`config.mk`:
```
export PLATFORM = sky130hd
export DESIGN_NAME = kronecker_symbol_binary_flat
export DESIGN_NICKNAME = d
export VERILOG_FILES = /design/src/sv/kron_pkg.sv /design/src/sv/kron_if.sv /design/src/sv/kronecker_symbol_binary.sv /design/src/sv/kron_alu.sv /design/src/sv/kron_seq.sv /design/src/flat_wrapper.sv
export SDC_FILE = /design/constraint.sdc
export NUM_CORES = 1
export LEC_CHECK = 0
export BUFFER_PORTS_ARGS = -buffer_cell sky130_fd_sc_hd__buf_4
export CAP_MARGIN = 20
export CORE_ASPECT_RATIO = 1.1
export CORE_MARGIN = 2
export CORE_UTILIZATION = 34
export DETAILED_ROUTE_END_ITERATION = 10
export PLACE_DENSITY = 0.54
export SLEW_MARGIN = 25
export SYNTH_ARGS = -nofsm -noshare
export SYNTH_HDL_FRONTEND = slang
export SYNTH_SLANG_ARGS = --single-unit
```
`constraint.sdc`:
```
create_clock -name clk -period 9.2 [get_ports clk]
set_input_delay 1.38 -clock clk [delete_from_list [all_inputs] [get_ports clk]]
set_output_delay 1.38 -clock clk [all_outputs]
set_load 0.02 [all_outputs]
```
`src/sv/kron_pkg.sv`:
```
// ----------------------------------------------------------------------------
// kron_pkg: shared types and constants for the binary Kronecker symbol block
// Word widths, symbol codes, the mod-8 sign table and the control/status
// structs between the top level and the sequencer.
// ----------------------------------------------------------------------------
package kron_pkg;

  // Width of the argument fields on the ports
  localparam int FIELD_W = 32;
  // Width of the arithmetic: inputs are read as their low WIDTH bits,
  // sign-extended from bit WIDTH-1
  localparam int WIDTH   = 32;
  localparam int CNT_W   = $clog2(WIDTH);

  typedef logic signed [FIELD_W-1:0] field_t;
  typedef logic [WIDTH-1:0]          word_t;
  typedef logic [WIDTH:0]            ext_t;
  typedef logic [CNT_W-1:0]          cnt_t;
  typedef logic signed [1:0]         sym_t;

  localparam sym_t SYM_ZERO = 2'sb00;
  localparam sym_t SYM_POS  = 2'sb01;
  localparam sym_t SYM_NEG  = 2'sb11;

  // (2/n) by n mod 8
  localparam sym_t MOD8_SIGN [8] = '{SYM_ZERO, SYM_POS, SYM_ZERO, SYM_NEG,
                                     SYM_ZERO, SYM_NEG, SYM_ZERO, SYM_POS};

  // True when (2/n) is -1 for the low three bits of n
  function automatic logic mod8_flip(input logic [2:0] low3);
    return MOD8_SIGN[low3] == SYM_NEG;
  endfunction

  typedef struct packed {
    logic start;  // request accepted this cycle
    logic take;   // result moves into the output register
  } kron_ctl_t;

  typedef struct packed {
    logic idle;   // sequencer can take a request
    logic done;   // result waiting in the sequencer
    sym_t symbol;
  } kron_sts_t;

endpackage

```
`src/sv/kron_if.sv`:
```
// ----------------------------------------------------------------------------
// kron_if: request and result channels of the Kronecker symbol block
// Valid/ready channels; a transfer happens when valid and ready are both high.
// ----------------------------------------------------------------------------
interface kron_in_if;
  import kron_pkg::*;

  logic   valid;
  logic   ready;
  field_t top_value;
  field_t bottom_value;

  modport source (output valid, output top_value, output bottom_value, input ready);
  modport sink   (input valid, input top_value, input bottom_value, output ready);
endinterface

interface kron_out_if;
  import kron_pkg::*;

  logic valid;
  logic ready;
  sym_t symbol;

  modport source (output valid, output symbol, input ready);
  modport sink   (input valid, input symbol, output ready);
endinterface

```
`src/sv/kronecker_symbol_binary.sv`:
```
// ----------------------------------------------------------------------------
// kronecker_symbol_binary: Kronecker symbol (a/b) by the binary algorithm
// Returns -1, 0 or 1 for a signed pair, one result per request.
// ----------------------------------------------------------------------------
//
//   channel  direction  payload                         transfer
//   in_ch    sink       top_value (a), bottom_value (b)  valid && ready
//   out_ch   source     symbol (2-bit signed)            valid && ready
//
// When b is zero or both arguments are even, a request goes straight from idle
// to done and back to idle. Otherwise it passes through the strip of the twos
// of b, the bit-serial modulo reduction over WIDTH bits, one fix-up step, the
// loop on the shared compare-subtract unit, then done and idle.
// in_ch.ready is high only while the sequencer is idle; one request at a time.
// The output register holds a finished result while out_ch stalls, and the
// next request is accepted meanwhile. Reset is synchronous, active low, and
// clears only control state.
// ----------------------------------------------------------------------------
module kronecker_symbol_binary (
  input  logic       clk,
  input  logic       rst_n,
  kron_in_if.sink    in_ch,
  kron_out_if.source out_ch
);
  import kron_pkg::*;

  kron_ctl_t ctl;
  kron_sts_t sts;
  logic      out_valid_r, out_valid_nxt;
  sym_t      out_sym_r;

  kron_seq u_seq (
    .clk          (clk),
    .rst_n        (rst_n),
    .ctl          (ctl),
    .top_value    (in_ch.top_value),
    .bottom_value (in_ch.bottom_value),
    .sts          (sts)
  );

  // Accept a request whenever the sequencer is idle
  assign in_ch.ready = sts.idle;

  // Move the result out when the output register is empty or draining
  always_comb begin
    ctl.start = in_ch.valid & sts.idle;
    ctl.take  = sts.done & (~out_valid_r | out_ch.ready);
  end

  // Hold the output until the sink takes it; load a new result on take
  always_comb begin
    out_valid_nxt = out_valid_r;
    if (ctl.take) begin
      out_valid_nxt = 1'b1;
    end else if (out_ch.ready) begin
      out_valid_nxt = 1'b0;
    end
  end

  always_ff @(posedge clk) begin
    if (!rst_n) begin
      out_valid_r <= 1'b0;
    end else begin
      out_valid_r <= out_valid_nxt;
    end
  end

  always_ff @(posedge clk) begin
    if (ctl.take) begin
      out_sym_r <= sts.symbol;
    end
  end

  assign out_ch.valid  = out_valid_r;
  assign out_ch.symbol = out_sym_r;

endmodule

```
`src/sv/kron_alu.sv`:
```
// ----------------------------------------------------------------------------
// kron_alu: shared compare and subtract unit
// Compares x with y and returns the magnitude of their difference.
// ----------------------------------------------------------------------------
module kron_alu (
  input  kron_pkg::ext_t op_x,
  input  kron_pkg::ext_t op_y,
  output logic           lt,
  output kron_pkg::ext_t diff
);
  import kron_pkg::*;

  ext_t big;
  ext_t sml;

  always_comb begin
    lt   = op_x < op_y;
    big  = lt ? op_y : op_x;
    sml  = lt ? op_x : op_y;
    diff = big - sml;
  end

endmodule

```
`src/sv/kron_seq.sv`:
```
// ----------------------------------------------------------------------------
// kron_seq: sequencer for the binary Kronecker symbol
// Strips twos from b, reduces a modulo the odd part of |b| one bit per cycle, then runs the
// strip/reciprocity/subtract loop on the shared compare-subtract unit.
// ----------------------------------------------------------------------------
module kron_seq (
  input  logic                clk,
  input  logic                rst_n,
  input  kron_pkg::kron_ctl_t ctl,
  input  kron_pkg::field_t    top_value,
  input  kron_pkg::field_t    bottom_value,
  output kron_pkg::kron_sts_t sts
);
  import kron_pkg::*;

  localparam logic [2:0] S_IDLE  = 3'd0;
  localparam logic [2:0] S_STRIP = 3'd1;
  localparam logic [2:0] S_MOD   = 3'd2;
  localparam logic [2:0] S_FIX   = 3'd3;
  localparam logic [2:0] S_LOOP  = 3'd4;
  localparam logic [2:0] S_DONE  = 3'd5;

  logic [2:0] state_r, state_nxt;
  word_t      a_r, a_nxt;        // remainder, then loop value A
  word_t      b_r, b_nxt;        // loop value B
  word_t      num_r, num_nxt;    // |a|, shifted out MSB first during reduction
  cnt_t       cnt_r, cnt_nxt;
  logic [2:0] alow_r, alow_nxt;
  logic       an_r, an_nxt;
  logic       v_r, v_nxt;        // odd count of stripped twos
  logic       neg_r, neg_nxt;    // accumulated sign
  sym_t       sym_r, sym_nxt;

  word_t aw, bw, amag, bmag;
  logic  an, bn;
  ext_t  op_x, op_y, diff;
  logic  lt, flip;

  kron_alu u_alu (
    .op_x (op_x),
    .op_y (op_y),
    .lt   (lt),
    .diff (diff)
  );

  // Argument decode
  always_comb begin
    aw   = word_t'(top_value);
    bw   = word_t'(bottom_value);
    an   = aw[WIDTH-1];
    bn   = bw[WIDTH-1];
    amag = an ? word_t'(0) - aw : aw;
    bmag = bn ? word_t'(0) - bw : bw;
  end

  // Operand select for the shared unit
  always_comb begin
    case (state_r)
      S_MOD: begin
        op_x = {a_r, num_r[WIDTH-1]};
        op_y = {1'b0, b_r};
      end
      S_FIX: begin
        op_x = {1'b0, b_r};
        op_y = {1'b0, a_r};
      end
      default: begin
        op_x = {1'b0, a_r};
        op_y = {1'b0, b_r};
      end
    endcase
  end

  always_comb begin
    state_nxt = state_r;
    a_nxt     = a_r;
    b_nxt     = b_r;
    num_nxt   = num_r;
    cnt_nxt   = cnt_r;
    alow_nxt  = alow_r;
    an_nxt    = an_r;
    v_nxt     = v_r;
    neg_nxt   = neg_r;
    sym_nxt   = sym_r;
    flip      = 1'b0;
    case (state_r)
      S_IDLE: begin
        if (ctl.start) begin
          b_nxt    = bmag;
          num_nxt  = amag;
          an_nxt   = an;
          alow_nxt = aw[2:0];
          neg_nxt  = an & bn;
          v_nxt    = 1'b0;
          if (bmag == word_t'(0)) begin
            sym_nxt   = (amag == word_t'(1)) ? SYM_POS : SYM_ZERO;
            state_nxt = S_DONE;
          end else if (!aw[0] && !bw[0]) begin
            sym_nxt   = SYM_ZERO;
            state_nxt = S_DONE;
          end else begin
            state_nxt = S_STRIP;
          end
        end
      end
      S_STRIP: begin
        if (!b_r[0]) begin
          b_nxt = b_r >> 1;
          v_nxt = ~v_r;
        end else begin
          neg_nxt   = neg_r ^ (v_r & mod8_flip(alow_r));
          v_nxt     = 1'b0;
          a_nxt     = word_t'(0);
          cnt_nxt   = cnt_t'(WIDTH - 1);
          state_nxt = S_MOD;
        end
      end
      S_MOD: begin
        // restoring step: shift in the next dividend bit, subtract when it fits
        a_nxt   = lt ? op_x[WIDTH-1:0] : diff[WIDTH-1:0];
        num_nxt = num_r << 1;
        cnt_nxt = cnt_r - cnt_t'(1);
        if (cnt_r == cnt_t'(0)) begin
          state_nxt = S_FIX;
        end
      end
      S_FIX: begin
        if (an_r && (a_r != word_t'(0))) begin
          a_nxt = diff[WIDTH-1:0];
        end
        state_nxt = S_LOOP;
      end
      S_LOOP: begin
        if (a_r == word_t'(0)) begin
          sym_nxt   = (b_r == word_t'(1)) ? (neg_r ? SYM_NEG : SYM_POS) : SYM_ZERO;
          state_nxt = S_DONE;
        end else if (!a_r[0]) begin
          a_nxt = a_r >> 1;
          v_nxt = ~v_r;
        end else begin
          flip  = v_r & mod8_flip(b_r[2:0]);
          v_nxt = 1'b0;
          a_nxt = diff[WIDTH-1:0];
          if (lt) begin
            // reciprocity swap
            b_nxt = a_r;
            flip  = flip ^ (a_r[1] & b_r[1]);
          end
          neg_nxt = neg_r ^ flip;
        end
      end
      S_DONE: begin
        if (ctl.take) begin
          state_nxt = S_IDLE;
        end
      end
      default: begin
        state_nxt = S_IDLE;
      end
    endcase
  end

  always_ff @(posedge clk) begin
    if (!rst_n) begin
      state_r <= S_IDLE;
    end else begin
      state_r <= state_nxt;
    end
  end

  always_ff @(posedge clk) begin
    a_r    <= a_nxt;
    b_r    <= b_nxt;
    num_r  <= num_nxt;
    cnt_r  <= cnt_nxt;
    alow_r <= alow_nxt;
    an_r   <= an_nxt;
    v_r    <= v_nxt;
    neg_r  <= neg_nxt;
    sym_r  <= sym_nxt;
  end

  always_comb begin
    sts.idle   = state_r == S_IDLE;
    sts.done   = state_r == S_DONE;
    sts.symbol = sym_r;
  end

  a_rem_below_b: assert property (@(posedge clk) disable iff (!rst_n)
    (state_r == S_MOD || state_r == S_FIX) |-> a_r < b_r)
    else $error("remainder not below divisor");

  a_b_odd_in_loop: assert property (@(posedge clk) disable iff (!rst_n)
    (state_r == S_LOOP) |-> b_r[0])
    else $error("loop divisor is even");

  a_take_when_done: assert property (@(posedge clk) disable iff (!rst_n)
    ctl.take |-> (state_r == S_DONE) && (sym_r != 2'sb10))
    else $error("result taken while not ready or invalid code");

  a_start_when_idle: assert property (@(posedge clk) disable iff (!rst_n)
    ctl.start |=> (state_r != S_IDLE) && (state_r != S_MOD))
    else $error("request did not leave idle");

endmodule
```
`src/flat_wrapper.sv`:
```
// flat-port wrapper written by rule: the top's interface ports become plain ports
module kronecker_symbol_binary_flat import kron_pkg::*;
  (clk, rst_n, in_ch_valid, in_ch_top_value, in_ch_bottom_value, in_ch_ready, out_ch_valid, out_ch_symbol, out_ch_ready);
  kron_in_if in_ch_i ();
  kron_out_if out_ch_i ();
  input  logic clk;
  input  logic rst_n;
  input wire logic [$bits(in_ch_i.valid)-1:0] in_ch_valid;
  input wire logic [$bits(in_ch_i.top_value)-1:0] in_ch_top_value;
  input wire logic [$bits(in_ch_i.bottom_value)-1:0] in_ch_bottom_value;
  output wire logic [$bits(in_ch_i.ready)-1:0] in_ch_ready;
  output wire logic [$bits(out_ch_i.valid)-1:0] out_ch_valid;
  output wire logic [$bits(out_ch_i.symbol)-1:0] out_ch_symbol;
  input wire logic [$bits(out_ch_i.ready)-1:0] out_ch_ready;
  assign in_ch_i.valid = in_ch_valid;
  assign in_ch_i.top_value = in_ch_top_value;
  assign in_ch_i.bottom_value = in_ch_bottom_value;
  assign in_ch_ready = in_ch_i.ready;
  assign out_ch_valid = out_ch_i.valid;
  assign out_ch_symbol = out_ch_i.symbol;
  assign out_ch_i.ready = out_ch_ready;
  kronecker_symbol_binary u_core (.clk(clk), .rst_n(rst_n), .in_ch(in_ch_i), .out_ch(out_ch_i));
endmodule
```
## Word-level counts from Yosys, hierarchy flattened

Memories as Yosys holds them, arrays and structs flattened.
Cells that the tools add are included.
Widths: inputs -> output; s select.

| word-level totals | value |
|---|---|
| register bits after elaboration | 115 |
| ROM bits | 32 |
| output and inout port bits | 4 |
| word-level logic and storage cells | 139 |
| memories | 2 |

| cells by class | value |
|---|---|
| add/subtract/negate cells | 4 |
| $lt $le $gt $ge | 3 |
| eq/ne operators | 20 |
| multiplexer cells | 58 |
| bitwise operators | 14 |
| reduce and logical (&&, ||, !) cells | 25 |

Memory list:

| name | depth | bits a word | read ports | clocked after Yosys merged registers in | write ports | line | text |
|---|---|---|---|---|---|---|---|
| (no name shown) | 8 | 2 | 1 | 0 | 0 | kron_pkg.sv:31 | `return MOD8_SIGN[low3] == SYM_NEG;` |
| (no name shown) | 8 | 2 | 1 | 0 | 0 | kron_pkg.sv:31 |  |

Operators with widths:

| kind | number |
|---|---|
| $mux 32 | 16 |
| $pmux 32 s4 | 1 |
| $pmux 32 s3 | 1 |
| $pmux 33 s2 | 1 |
| $eq 32x1->1 const B | 2 |
| $logic_not 32->1 | 2 |
| $pmux 32 s2 | 1 |
| $sub 1x32->32 const A | 2 |
| $lt 33x32->1 | 1 |
| $reduce_bool 32->1 | 1 |
| $sub 32x32->32 | 1 |
| $mux 3 | 7 |
| $mux 2 | 10 |
| $pmux 3 s6 | 1 |
| $ne 2x2->1 const B | 8 |
| $mux 1 | 15 |
| $reduce_and 5->1 | 3 |
| $pmux 5 s2 | 1 |
| $ge 4x4->1 const B | 2 |
| $not 3->4 | 2 |
| $reduce_and 4->1 | 2 |
| $reduce_bool 2->1 | 4 |
| $and 1x1->1 | 6 |
| $eq 3x2->1 const B | 2 |
| 21 further kinds | 32 |

## Depth between registers and ports, before layout

Gate-level depths: netlist of the first run.

| depth | value |
|---|---|
| depth after elaboration | 15 |
| gate-level depth with buffers | 32 |
| depth with buffers taken out | 21 |

## Hierarchy

Synthesis of the first run repeated with hierarchy kept, for this count alone.

| unflattened totals | value |
|---|---|
| cell total of the unflattened synthesis | 1,443 |
| area total of the unflattened synthesis | 12,074.1 µm² |

Modules (own cells, without submodules):

| module | times used | cells each | area an instance (µm²) |
|---|---|---|---|
| kron_seq | 1 | 948 | 8,592.0 |
| kron_alu | 1 | 488 | 3,368.2 |
| kronecker_symbol_binary | 1 | 7 | 113.9 |

## Least setup slack after synthesis of the first run

OpenSTA, ideal clock, no wires.

| timing path | value |
|---|---|
| path type | register -> register |
| start | register u_core.u_seq.state_r[0] |
| end | register u_core.u_seq.a_r[26] (data pin) |
| library setup time | 0.271 ns |
| arrival | 6.829 ns |
| data required time | 8.929 ns |
| slack | 2.100 ns |
| stages on the path, launching flop included | 29 |
| path buffers | 10 |
| clock period less this slack | 7.100 ns |
| cells stage by stage | dfxtp_1 buf_2 buf_2 buf_1 buf_1 clkbuf_1 buf_1 mux2i_1 a21oi_1 ha_1 clkbuf_1 nand3_1 nor4_1 a221oi_1 a31o_2 nand2_1 clkbuf_1 clkbuf_1 buf_1 a31o_2 ha_1 inv_1 a311oi_1 o2111ai_1 a211oi_1 nor3_1 o21ai_0 xnor2_1 o221ai_1 |

| on the way | value |
|---|---|
| longest elaborated chain between the ends | 8 |
| elaborated cells on any way between the ends | 15 |
| classes of those cells | add/sub (1); order compare (1); eq/ne (4); mux (9) |

RTL lines:

| item | line | text |
|---|---|---|
| start, declared | kron_seq.sv:23 | `logic [2:0] state_r, state_nxt;` |
| start signal, assigned | kron_seq.sv:167 | `state_r <= state_nxt;` |
| $eq 3x2->1 | kron_seq.sv:58, kron_seq.sv:86 |  |
| $pmux 33 s2 or $mux 32 (tied branches) | kron_seq.sv:58 | `case (state_r)` |
| $lt 33x32->1 | kron_alu.sv:17 | `lt = op_x < op_y;` |
| $mux 32, on equally long branches | kron_alu.sv:18, kron_alu.sv:19 |  |
| $sub 32x32->32 | kron_alu.sv:20 | `diff = big - sml;` |
| $mux 32 | kron_seq.sv:137 | `end else if (!a_r[0]) begin` |
| $mux 32 | kron_seq.sv:134 | `if (a_r == word_t'(0)) begin` |
| $pmux 32 s4 (*) | kron_seq.sv:86 | `case (state_r)` |
| via u_core.u_seq.a_nxt[26] | kron_seq.sv:24 | `word_t a_r, a_nxt;` |
| end signal, assigned | kron_seq.sv:172 | `a_r <= a_nxt;` |
| end, declared | kron_seq.sv:24 |  |

Mark *: on every way through the listed nets, which the timed path passes. The rest lies on a longest branch. The select of a mux whose other input is x is not followed.
A chain may end at the register's enable or synchronous reset.

## Final worst setup path of the first run

| timing path | value |
|---|---|
| start | register u_core.u_seq.state_r[2] |
| end | register u_core.u_seq.a_r[27] (data pin) |

The elaborated chain is that of the path after synthesis.

==> results.cfg, run 1 <==
[setup_path]
path_class = register to register
r2r_slack_ns = 2.35
cp.arrival_ns = 7.02
crit_path_start_kind = register
reg2reg_depth = 17
r2r-start = u_core.u_seq.state_r[2]
end_kind = register
cp_max_fo = 39
cp_data_required_time_ns = 9.36
r2r_end = u_core.u_seq.a_r[27]

[global_routing]
antenna_found_initial = 0
grt_use_total_pct = 21.91
grt_max_degree = 54
grt_pass1_wl_mm = 62.09
grt_pass1_vias = 10910
grt.overflow.total = 0

[sta]
hold_slack_ns = 0.4249
fin_setup_tns_ns = 0
fmax_mhz = 146.0
rsz0062_at_grt = false
hold_viol_final = 0
finalClockSkew_ns = 0.01112
setup_viol = 0
finalCritPeriodShare_pct = 74.47
maxSlewViolCount = 0
worst_slew_pin_slew_ns = 0.9755
slew_headroom_pct = 34.81
period_needed_ns = 6.851

[cts]
cts_buffers = 17
htreeDepth = 4
cts_buffer_depth = 2
post_cts_buffers = 0
ctsHoldBuffers = 0
cts-resized-gates = 0
cts_tree = done
numClockSinks = 115
clockRootBuffer = clkbuf_16
clk_pin_slew_worst_paths_ns = 0.06
clkLatencyLatePin_ns = 0.43

[yosys]
synth_top_cell_by_area = edfxtp_1
async_flop_share_pct = 0
synth-edff-count = 111
ys_top_cells_by_count = nand2_1 (180), o21ai_0 (144), edfxtp_1 (111)
syn_avg_cell_area_um2 = 8.001
synth_cell_types = 73
netlist_area_um2 = 11630
synth_top_area_share_pct = 28.67
synth.area.top_cells = edfxtp_1 (29%), o21ai_0 (6.2%), mux2i_1 (6.0%)
synth-seq-cells = 115
synthCells = 1453
synth_most_common_cell = nand2_1
synthesis.nets = 1558
ys_warn_count = 0
synth-seq-area-share_pct = 29.36
ys.flop_type = edfxtp_1

[drt]
dr.pass1.iters = 6
wire_per_inst_um = 20.61
vias_per_cell = 5.962
ant_nets = 0
vias = 11290
first_iter_violations = 982
wl_mm = 39.03
drcViolationCount = 0

[worst_hold_path]
worstHoldStart = u_core.u_seq.sym_r[0]
hp-class = register to register
hold_depth = 0
hold-path-endpoint = u_core.out_ch.symbol[0]

[die]
die_w_um = 180.3
initial_core_util_pct = 34.26
pin_count = 72
core_um2 = 33940
dieArea_um2 = 35690
fp.dieH_um = 197.9
rows = 71

[place]
place_area_um2 = 12430
hpwl_mm = 28.80
port_buffers = 71
gp_congestion = 0.9490

[finish]
drive_above_1_share_pct = 10.99
finalInstanceArea_um2 = 13030
nets = 1548
diodes = 0
syn_to_final_growth_pct = 12.03

[outcome]
outcome = complete, no violations

[run]
drv_cap = 0
-- area by class of cell --
cell class | instances | area (um2)
tap | 438 | 548.0
sequential | 115 | 3415
clock buffer | 20 | 436.7
inverter | 37 | 138.9
timing repair buffer | 88 | 660.6
fill | 3608 | 20910
multi-input combinational | 1184 | 7671
clock inverter | 12 | 155.1
-- critical path: stages, from the launching register on --
cell	delay, ns
dfxtp_1	0.81
nand3b_1	0.25
buf_4	0.58
mux2i_1	0.38
ha_1	0.40
a21oi_1	0.23
o21ai_0	0.14
a221oi_1	0.42
o211a_1	0.50
nand2_1	0.34
buf_4	0.36
a2111oi_0	0.59
o31a_1	0.23
o21ai_0	0.20
o31ai_1	0.64
a311oi_1	0.22
xor2_1	0.16
o221ai_1	0.11
-- metrics by stage --
| step | util [%] | std cells | setup slack [ns] |
|---|---|---|---|
| 5_1_grt | 38.38 | 1894 | 1.600 |
| 2_1_floorplan | - | 1453 | 2.100 |
| 3_3_place_gp | 36.61 | 1862 | 2.604 |
| 3_5_place_dp | 36.64 | 1862 | 2.463 |
| 4_1_cts | 38.38 | 1894 | 2.436 |
| 6_report | 38.38 | 1894 | 2.349 |
-- how the worst max path moves through the flow --
stage	end	startpoint	depth (start not counted)
2_1_floorplan	u_core.u_seq.a_r[26]	u_core.u_seq.state_r[0]	28
3_3_place_gp	u_core.u_seq.a_r[27]	u_core.u_seq.state_r[2]	17
3_5_place_dp	u_core.u_seq.a_r[26]	u_core.u_seq.state_r[0]	19
4_1_cts	u_core.u_seq.a_r[27]	u_core.u_seq.state_r[0]	17
5_1_grt	u_core.u_seq.a_r[28]	u_core.u_seq.state_r[0]	21
6_report	u_core.u_seq.a_r[27]	u_core.u_seq.state_r[2]	17
-- routing by layer --
metal | global-route usage [%] | up-vias | routed length [um]
li1 | - | 5451 | -
met1 | 30.87 | 5320 | 17910
met2 | 34.27 | 445 | 17280
met3 | 2.814 | 76 | 2733
met4 | 8.154 | 0 | 1111
met5 | 0 | - | 0
-- placed cells by master, fill, tap and decap left out, drive strengths merged, types with 19 or more instances in the layout --
| master | count |
|---|---|
| nand2 | 180 |
| o21ai | 144 |
| edfxtp | 111 |
| nor2 | 95 |
| buf | 88 |
| a21oi | 87 |
| mux2i | 70 |
| xor2 | 65 |
| a22oi | 44 |
| inv | 39 |
| ha | 37 |
| nand3 | 33 |
| nor4 | 31 |
| nor3 | 29 |
| xnor2 | 25 |
| o31ai | 22 |
| nand4 | 20 |
| clkbuf | 20 |
| o21a | 19 |
-- cell families after synthesis --
| kind of cell | Yosys count | synth area share, % |
|---|---|---|
| compound gates | 464 | 25.85 |
| xor+xnor | 90 | 6.780 |
| fa+ha+maj | 37 | 3.982 |
| buf+inv | 154 | 5.166 |
| flops | 115 | 29.36 |
| mux | 79 | 6.898 |
| simple gates | 514 | 21.97 |
-- sequential cells by signal, indices dropped and copies added (netlist names) --
name	count
u_core.u_seq.b_r	32
u_core.u_seq.num_r	32
u_core.u_seq.an_r	1
u_core.u_seq.v_r	1
u_core.out_ch.symbol	2
u_core.u_seq.state_r	3
u_core.out_ch.valid	1
u_core.u_seq.cnt_r	5
u_core.u_seq.sym_r	2
u_core.u_seq.neg_r	1
u_core.u_seq.alow_r	3
u_core.u_seq.a_r	32
Power of run 1 is not shown: default switching activity piles up to over one toggle a cycle in this logic, so the estimate is an artifact.
==> run 2: changes to the inputs <==
==> constraint.sdc (replaced) <==
create_clock -name clk -period 6.6 [get_ports clk]
set_input_delay 0.99 -clock clk [delete_from_list [all_inputs] [get_ports clk]]
set_output_delay 0.99 -clock clk [all_outputs]
set_load 0.02 [all_outputs]
==> run 2 against run 1 <==
- first-iteration DRC count increased by 2.4%
- fmax increased by 13%
- hold slack got worse by 0.0036 ns
- wire length about the same
- design area increased by 0.85%
- via count increased by 0.66%
- critical path type unchanged
==> results.cfg, run 2 (synthesis results as in run 1) <==
[die]
fp.dieH_um = 197.9
rows = 71
die_w_um = 180.3
pin_count = 72
initial_core_util_pct = 34.26
dieArea_um2 = 35690
core_um2 = 33940

[drt]
ant_nets = 0
dr.pass1.iters = 6
vias = 11370
wl_mm = 39.01
wire_per_inst_um = 20.49
first_iter_violations = 1006
vias_per_cell = 5.970
drcViolationCount = 0

[cts]
cts_buffer_depth = 2
cts_buffers = 17
htreeDepth = 4
cts-resized-gates = 0
clockRootBuffer = clkbuf_16
numClockSinks = 115
ctsHoldBuffers = 0
clk_pin_slew_worst_paths_ns = 0.06
cts_tree = done
post_cts_buffers = 0
clkLatencyLatePin_ns = 0.44

[setup_path]
cp_max_fo = 17
critPathLaunch = u_core.u_seq.state_r[1]
cp_data_required_time_ns = 6.76
cp.arrival_ns = 6.24
path_class = register to register
r2r-start = u_core.u_seq.state_r[1]
crit_path_start_kind = register
end_kind = register

[sta]
fmax_mhz = 164.5
rsz0062_at_grt = false
setup_viol = 0
hold_slack_ns = 0.4213
finalClockSkew_ns = 0.01219
worst_slew_pin_slew_ns = 1.059
finalCritPeriodShare_pct = 92.13
fin_setup_tns_ns = 0
hold_viol_final = 0
maxSlewViolCount = 0
slew_headroom_pct = 28.67
period_needed_ns = 6.080

[finish]
finalInstanceArea_um2 = 13140
utilization_pct = 38.71
diodes = 0
drive_above_1_share_pct = 11.73
nets = 1558
syn_to_final_growth_pct = 12.99
final_common_cell = nand2_1
fill_cells = 3515
multiInputGateArea_um2 = 7671
most-common-layout-cells = nand2_1 (180), o21ai_0 (144), edfxtp_1 (111)
top_regs = u_core.u_seq.a_r x32, u_core.u_seq.b_r x32, u_core.u_seq.num_r x32
final-seq-area_um2 = 3415

[global_routing]
grt_max_degree = 75
grt_use_total_pct = 21.69
antenna_found_initial = 0
grt_pass1_wl_mm = 61.48
grt.overflow.total = 0
grt_pass1_vias = 10880

[worst_hold_path]
worstHoldStart = u_core.u_seq.sym_r[0]
hp-class = register to register

[place]
place_area_um2 = 12530
gp_congestion = 0.9262
hpwl_mm = 28.28
port_buffers = 71

[outcome]
outcome = complete, no violations

[run]
drv_cap = 0
[run 2: changes by cell type in the layout (fill, tap and decap cells not counted)]
| cell | before | now |
|---|---|---|
| clkbuf_1 | 3 | 1 |
| clkinv_4 | 2 | 1 |
| clkinv_2 | 2 | 1 |
| buf_12 | 0 | 2 |
| clkinvlp_4 | 1 | 3 |
| buf_4 | 88 | 96 |
| inv_6 | 3 | 5 |
[run 2: metal layers]
layer  vias to the layer above  GRT usage (%)  part of all wire (%)
met5                         -              0                     0
met2                       402          35.38                    46
met3                        55          2.924                   5.8
met4                         0          6.900                   2.1
li1                       5476              -                     -
met1                      5433          29.76                    46
[run 2: critical path, cell delays in order, from the launching register on]
cell       delay [ns]
dfxtp_1          0.35
buf_4            0.24
nor2b_2          0.48
buf_4            0.31
nor2_1           0.06
a21oi_1          0.18
ha_1             0.33
nand2_1          0.17
nor4_1           0.09
a221oi_1         0.34
a31o_2           0.41
nand2_1          0.21
a211oi_1         0.26
a31o_2           0.16
ha_1             0.14
inv_1            0.05
a311oi_1         0.47
o2111ai_1        0.26
a211oi_1         0.42
nor3_1           0.13
o21ai_0          0.44
xnor2_1          0.18
o221ai_1         0.13
[run 2: final timing paths]
| check | to | slack [ns] | cells after the start |
|---|---|---|---|
| min | u_core.out_ch.symbol[0] | 0.42 | 0 |
| min reg2reg | u_core.out_ch.symbol[0] | 0.42 | 0 |
| max reg2reg | u_core.u_seq.a_r[26] | 0.52 | 22 |
| max | u_core.u_seq.a_r[26] | 0.52 | 22 |
[run 2: metrics by stage]
stage,setup WS (ns),cells
floorplan,0.01583,1453
global placement,0.7685,1872
detailed placement,0.6646,1872
CTS,0.6626,1904
global route,0.1203,1904
finish,0.5196,1904
[run 2: final cells by class]
type                    count  area share [%]
clock buffers              18           3.267
multi-input cells        1184           58.40
well taps                 438           4.172
inverters                  37           1.057
clock inverters            14           1.324
repair buffers             98           5.791
flip-flops and latches    115           25.99
Power of run 2 is left out for the same reason.
